<file path="src/rtl/core/sha256_pkg.sv">
package sha256_pkg;

  typedef struct packed {
    logic       cmd;
    logic [7:0] data_byte;
  } in_beat_t;

  typedef struct packed {
    logic [31:0] digest_word;
    logic [2:0]  word_index;
    logic        last_word;
  } out_beat_t;

  localparam logic CMD_ABSORB = 1'b0;
  localparam logic CMD_FINISH = 1'b1;

  typedef enum logic [2:0] {
    ST_IDLE,
    ST_LOAD,
    ST_ROUND,
    ST_ADD,
    ST_PAD,
    ST_EMIT
  } sha_state_t;

  // controller -> datapath
  typedef struct packed {
    logic       take_byte;   // write byte into buffer, bump fill/length
    logic       pad_start;   // finish accepted: padding starts at current fill
    logic       pad_fill;    // write one padding byte at pad index
    logic       load_w;      // load schedule from buffer byte by byte
    logic       start_round; // copy chain into working vars
    logic       do_round;
    logic       add_chain;
    logic       restart;
    logic       emit_next;
  } sha_cmd_t;

  // datapath -> controller
  typedef struct packed {
    logic full;        // byte taken fills the buffer to 64
    logic load_done;
    logic round_done;
    logic pad_done;    // padding pass finished
    logic pad_two;     // padding needs second block
    logic emit_last;
  } sha_stat_t;

  localparam logic [31:0] ROUND_K [64] = '{
    32'h428a2f98, 32'h71374491, 32'hb5c0fbcf, 32'he9b5dba5,
    32'h3956c25b, 32'h59f111f1, 32'h923f82a4, 32'hab1c5ed5,
    32'hd807aa98, 32'h12835b01, 32'h243185be, 32'h550c7dc3,
    32'h72be5d74, 32'h80deb1fe, 32'h9bdc06a7, 32'hc19bf174,
    32'he49b69c1, 32'hefbe4786, 32'h0fc19dc6, 32'h240ca1cc,
    32'h2de92c6f, 32'h4a7484aa, 32'h5cb0a9dc, 32'h76f988da,
    32'h983e5152, 32'ha831c66d, 32'hb00327c8, 32'hbf597fc7,
    32'hc6e00bf3, 32'hd5a79147, 32'h06ca6351, 32'h14292967,
    32'h27b70a85, 32'h2e1b2138, 32'h4d2c6dfc, 32'h53380d13,
    32'h650a7354, 32'h766a0abb, 32'h81c2c92e, 32'h92722c85,
    32'ha2bfe8a1, 32'ha81a664b, 32'hc24b8b70, 32'hc76c51a3,
    32'hd192e819, 32'hd6990624, 32'hf40e3585, 32'h106aa070,
    32'h19a4c116, 32'h1e376c08, 32'h2748774c, 32'h34b0bcb5,
    32'h391c0cb3, 32'h4ed8aa4a, 32'h5b9cca4f, 32'h682e6ff3,
    32'h748f82ee, 32'h78a5636f, 32'h84c87814, 32'h8cc70208,
    32'h90befffa, 32'ha4506ceb, 32'hbef9a3f7, 32'hc67178f2
  };

  localparam logic [31:0] INIT_H [8] = '{
    32'h6a09e667, 32'hbb67ae85, 32'h3c6ef372, 32'ha54ff53a,
    32'h510e527f, 32'h9b05688c, 32'h1f83d9ab, 32'h5be0cd19
  };

  function automatic logic [31:0] rotr(input logic [31:0] x, input int n);
    rotr = (x >> n) | (x << (32 - n));
  endfunction

endpackage

</file>
<file path="src/rtl/core/sha256_ctrl.sv">
module sha256_ctrl (
  input  logic                 clk,
  input  logic                 rst_n,
  input  logic                 in_valid,
  input  sha256_pkg::in_beat_t in_data,
  output logic                 in_stall,
  input  logic                 out_busy,   // output register holds an untaken beat
  output sha256_pkg::sha_cmd_t cmd,
  input  sha256_pkg::sha_stat_t stat
);
  import sha256_pkg::*;

  sha_state_t state_r, state_nxt;
  logic       fin_r, fin_nxt;   // current compression belongs to finish
  logic       acc;

  assign in_stall = (state_r != ST_IDLE);
  assign acc      = in_valid && (state_r == ST_IDLE);

  // next state
  always_comb begin
    state_nxt = state_r;
    fin_nxt   = fin_r;
    case (state_r)
      ST_IDLE: begin
        if (acc) begin
          if (in_data.cmd == CMD_FINISH) begin
            state_nxt = ST_PAD;
            fin_nxt   = 1'b1;
          end else begin
            fin_nxt = 1'b0;
            if (stat.full) state_nxt = ST_LOAD;
          end
        end
      end
      ST_PAD:   if (stat.pad_done) state_nxt = ST_LOAD;
      ST_LOAD:  if (stat.load_done) state_nxt = ST_ROUND;
      ST_ROUND: if (stat.round_done) state_nxt = ST_ADD;
      ST_ADD: begin
        if (!fin_r) state_nxt = ST_IDLE;
        else if (stat.pad_two) state_nxt = ST_PAD;
        else state_nxt = ST_EMIT;
      end
      ST_EMIT:  if (!out_busy && stat.emit_last) state_nxt = ST_IDLE;
      default:  state_nxt = ST_IDLE;
    endcase
  end

  // outputs
  always_comb begin
    cmd = '0;
    case (state_r)
      ST_IDLE: begin
        cmd.take_byte = acc && (in_data.cmd == CMD_ABSORB);
        cmd.pad_start = acc && (in_data.cmd == CMD_FINISH);
      end
      ST_PAD:   cmd.pad_fill = 1'b1;
      ST_LOAD: begin
        cmd.load_w      = 1'b1;
        cmd.start_round = stat.load_done;
      end
      ST_ROUND: cmd.do_round = 1'b1;
      ST_ADD:   cmd.add_chain = 1'b1;
      ST_EMIT: begin
        cmd.emit_next = !out_busy;
        cmd.restart   = !out_busy && stat.emit_last;
      end
      default:  cmd = '0;
    endcase
  end

  always_ff @(posedge clk) begin
    if (!rst_n) begin
      state_r <= ST_IDLE;
      fin_r   <= 1'b0;
    end else begin
      state_r <= state_nxt;
      fin_r   <= fin_nxt;
    end
  end

endmodule

</file>
<file path="config.mk">
export PLATFORM = sky130hd
export DESIGN_NAME = sha256_ctrl
export DESIGN_NICKNAME = d
export VERILOG_FILES = /design/src/rtl/core/sha256_pkg.sv /design/src/rtl/core/sha256_ctrl.sv
export SDC_FILE = /design/constraint.sdc
export NUM_CORES = 1
export LEC_CHECK = 0
export BUFFER_PORTS_ARGS = -buffer_cell sky130_fd_sc_hd__buf_2
export CAP_MARGIN = 20
export CELL_PAD_IN_SITES_DETAIL_PLACEMENT = 1
export CELL_PAD_IN_SITES_GLOBAL_PLACEMENT = 1
export CORE_AREA = 8 8 48 50
export CTS_CLUSTER_DIAMETER = 100
export DETAILED_ROUTE_END_ITERATION = 6
export DIE_AREA = 0 0 56 58
export GPL_ROUTABILITY_DRIVEN = 1
export MAX_ROUTING_LAYER = met4
export PLACE_DENSITY_LB_ADDON = 0.1
export RECOVER_POWER = 50
export SKIP_CTS_REPAIR_TIMING = 1
export SLEW_MARGIN = 20
export SYNTH_ARGS = -nofsm -noshare
export SYNTH_HDL_FRONTEND = slang
export SYNTH_SLANG_ARGS = --single-unit
</file>
<file path="constraint.sdc">
create_clock -name clk -period 3.1 [get_ports clk]
set_input_delay 0.31 -clock clk [delete_from_list [all_inputs] [get_ports clk]]
set_output_delay 0.31 -clock clk [all_outputs]
set_load 0.1 [all_outputs]
</file>
After elaboration in Yosys (flattened, before gate mapping)
Index checks and enable logic that the tools add are counted.
- eq/ne operators: 11
- muxes and demuxes: 17
- bitwise operators: 1
- reductions and logical operators: 9
- operator list (cell ; count):
    $mux 3 ; 8
    $pmux 3 s6 ; 1
    $ne 2x2->1 const B ; 5
    $eq 3x2->1 const B ; 2
    $eq 3x3->1 const B ; 2
    $mux 2 ; 3
    $reduce_and 6->1 ; 1
    $mux 1 ; 5
    $logic_and 1x1->1 ; 4
    $eq 3x1->1 const B ; 1
    $logic_not 3->1 ; 1
    $ne 3x3->1 const B ; 1
    $reduce_bool 3->1 ; 1
    $reduce_and 2->1 ; 1
    $logic_not 1->1 ; 1
    $not 1->1 ; 1
- flip-flop bits (word level): 4
- input port bits: 19
- output and inout bits: 10

Logic depth before layout (Yosys ltp)
- depth after elaboration: 4
- depth in mapped cells: 5
- mapped depth without buffers: 4

Worst setup path after synthesis
OpenSTA, ideal clock, no wires.
- path type: register -> output
- from: reg state_r[1]
- to: out cmd[1] in the netlist's numbering
- arrival time: 3.797 ns
- data required time: 2.790 ns
- slack: -1.007 ns
- stages on the path, launching flop included: 5
- cells stage by stage: dfxtp_1 -> buf_6 -> nand2b_1 -> nor3b_1 -> and2_1
- RTL lines (item ; line ; RTL):
    start, declared ; sha256_ctrl.sv:13 ; sha_state_t state_r, state_nxt;
    start signal, assigned ; sha256_ctrl.sv:77 ; state_r <= state_nxt;
    end, declared ; sha256_ctrl.sv:8 ; output sha256_pkg::sha_cmd_t cmd,

Final worst setup path
- from: reg state_r[0]
- to: out in_stall
- cells in the longest elaborated chain, start to end: 1
- ends and longest elaborated chain (item ; line ; RTL):
    $reduce_bool 3->1 ; sha256_ctrl.sv:17 ; assign in_stall = (state_r != ST_IDLE);
    end, declared ; sha256_ctrl.sv:6 ; output logic in_stall,
No other way between the ends.

==> reports/results.tsv <==
metric	value	unit
routed_wl	1140	um
max_stage_delay	0.87	ns
die-area	3250	um^2
routedWlPerCell	13.3	um
power.internal	0.000203	W
finalInstanceArea	490	um^2
min_path_cells	4	
fin_crit	2.29	ns
synth_area	392	um^2
synth_area_per_cell	7.83	um^2
grt_max_degree	18	
power_frac_clock	0.107	
synth_top_family_by_area	simple AND/OR/NAND/NOR gates	
fmax	437	MHz
ctsLongestPathBuffers	2	
min-delay-start	stat[3]	
hold_path_end	state_r[1]	
hold_viol	0	
switching_share	0.670	
syn2layout_area_growth	25.2	%
synth_nets	69	
synth_edf_count	0	
synth_flop_cell	dfxtp_1	
grt_pass1_vias	450	
io-pin-count	29	
r2r_slack	1.62	ns
core-area	1610	um^2
ys_warn_count	0	
cp.arrival	1.98	ns
via_count	403	
route.antenna.remaining_nets	0	
start_kind	flip-flop	
cts_max_level	1	
dr.first_iter.drc_count	8	
cts_root_buf	clkbuf_4	
clkTransAtPathRegs	0.04	ns
layout-drive-gt1-share	0.348	
path_cells	nor3_1, inv_1, clkbuf_1	
finClkSkew	0.00209	ns
routed_via_density	4.69	
crit_family	buffers and inverters	
postPlaceCellArea	489	um^2
initial_core_util	0.243	
multi_input_area	259	um^2
seq_area	80.1	um^2
die_w	56	um
finalCritPeriodShare	0.738	
status	finished, final reports clean	
grt-busiest-layer	met2	
worst_setup_path_end_kind	primary output	
synthAdderAreaFrac	0	
tritoncts	done	
power_leakage	0.230	nW
place_congestion	0.685	
synth-async-reset-ratio	0	
reg2reg_from	state_r[0]	
synth-compound-area-share	0.198	
cap_violations	0	
pwr_density_cell	1260	nW/um^2
diodes	0	
most-common-layout-cells	buf_2, nand2_1, dfxtp_1	
port_buffers	20	
comb_power_share	0.705	
grt_pass1_wl	2060	um
yosys.area_share.simple	0.409	
numCtsBuffers	3	
setup-violations-final	0	
muxShareOfSynthArea	0.0511	
slowest_stage	clkbuf_1	
ir_drop	0.678	mV
seqPwrFrac	0.189	
finalSetupTns	0	ns
syn_inst	50	
rr_endpoint	state_r[0]	
grt-ovfl-total	0	
cp_max_fo	17	
cts.sinks	4	
num-fill-cells	205	
met3_usage	0.0415	
critPathBufInv	2	
ys_ff_latch	4	
holdCritPathClass	in -> reg	
met1_usage	0.0902	
drc	0	
synthXorXnorAreaFrac	0.0224	
final_common_cell	buf_2	
clock_latency	0.24	ns
slew_headroom	0.217	
switchingPower	0.000413	W
ys_seq_area_frac	0.204	
grt_usage	0.0790	
path_class	reg -> out	
rsz0062_at_grt	false	
required	2.79	ns
fp.dieH	58	um
report.final.slew_viol_count	0	
r2r_cells	4	
worst_pin_slew	1.18	ns
std_cell_rows	15	
drt_pass1_iterations	3	
met2_usage	0.119	
nets	90	
hpwl	946	um
antenna_found_initial	0	
synth_cell_types	29	
worst min-delay path: stages:
cell and delay, ns:
buf_2 0.07, inv_1 0.04, nand3_1 0.05, o21ai_1 0.05
per-stage QoR:
stage                     setup WS (ns)  std cells   util  power [W]  hold slack, ns
after detailed placement           1.27         83  0.303   0.000579           0.554
after CTS                          1.01         86  0.317   0.000651           0.332
after floorplan                  0.0481         50      -   0.000529           0.427
after global placement             1.25         83  0.303   0.000581           0.552
after global routing              0.673         86  0.304   0.000658           0.365
final                             0.812         86  0.304   0.000617           0.339
layer usage:
metal  wire, um  vias up
li1           -      213
met1        502      176
met2        560       14
met3         78        0
met4          0        0
met5          0        -
power by group through the flow:
| stage | registers [W] | clock network [W] | logic, W |
|---|---|---|---|
| floorplan | 0.0000737 | 0 | 0.000455 |
| global route | 0.000124 | 0.0000737 | 0.000460 |
| CTS | 0.000122 | 0.0000701 | 0.000459 |
| finish | 0.000116 | 0.0000659 | 0.000434 |
| detailed placement | 0.000122 | 0 | 0.000457 |
| global placement | 0.000124 | 0 | 0.000457 |
state kept, by name, summed over array words and instances (netlist names):
name     flops
state_r      3
fin_r        1
worst max-delay path by stage:
stage / from / endpoint / cells after the start
floorplan: state_r[0] / state_r[1] / 5
global placement: state_r[1] / cmd[3] / 3
detailed placement: state_r[0] / cmd[1] / 3
CTS: state_r[0] / cmd[1] / 3
global route: state_r[0] / in_stall / 3
finish: state_r[0] / in_stall / 3
final cells by class:
type	count	area share
Tap cell	17	0.0434
Sequential cell	4	0.163
Timing Repair Buffer	20	0.196
Clock buffer	3	0.0459
Multi-Input combinational cell	39	0.528
Inverter	3	0.0230
logic make-up (layout without fill, tap and decap cells):
family / after synthesis / in the layout
xor gates and xnor gates: 1 / 1
AOI/OAI and AO/OA: 10 / 10
and+or+nand+nor: 26 / 26
muxes: 2 / 2
DFF: 4 / 4
buffers and inverters: 7 / 26
synthesized netlist by cell type, types with 2 or more instances:
cell	instances	share of area
buf_6	2	0.058
nor2b_1	2	0.032
nor3_2	2	0.051
and3_1	2	0.032
nand3_1	3	0.038
dfxtp_1	4	0.20
nor2_1	3	0.029
nand2_1	4	0.038
a21oi_1	2	0.026
and2_1	2	0.032
inv_1	3	0.029
nand3b_1	2	0.038
mux2i_1	2	0.051
nor3b_1	2	0.038
Note: power is estimated with default switching activity, not from simulation.
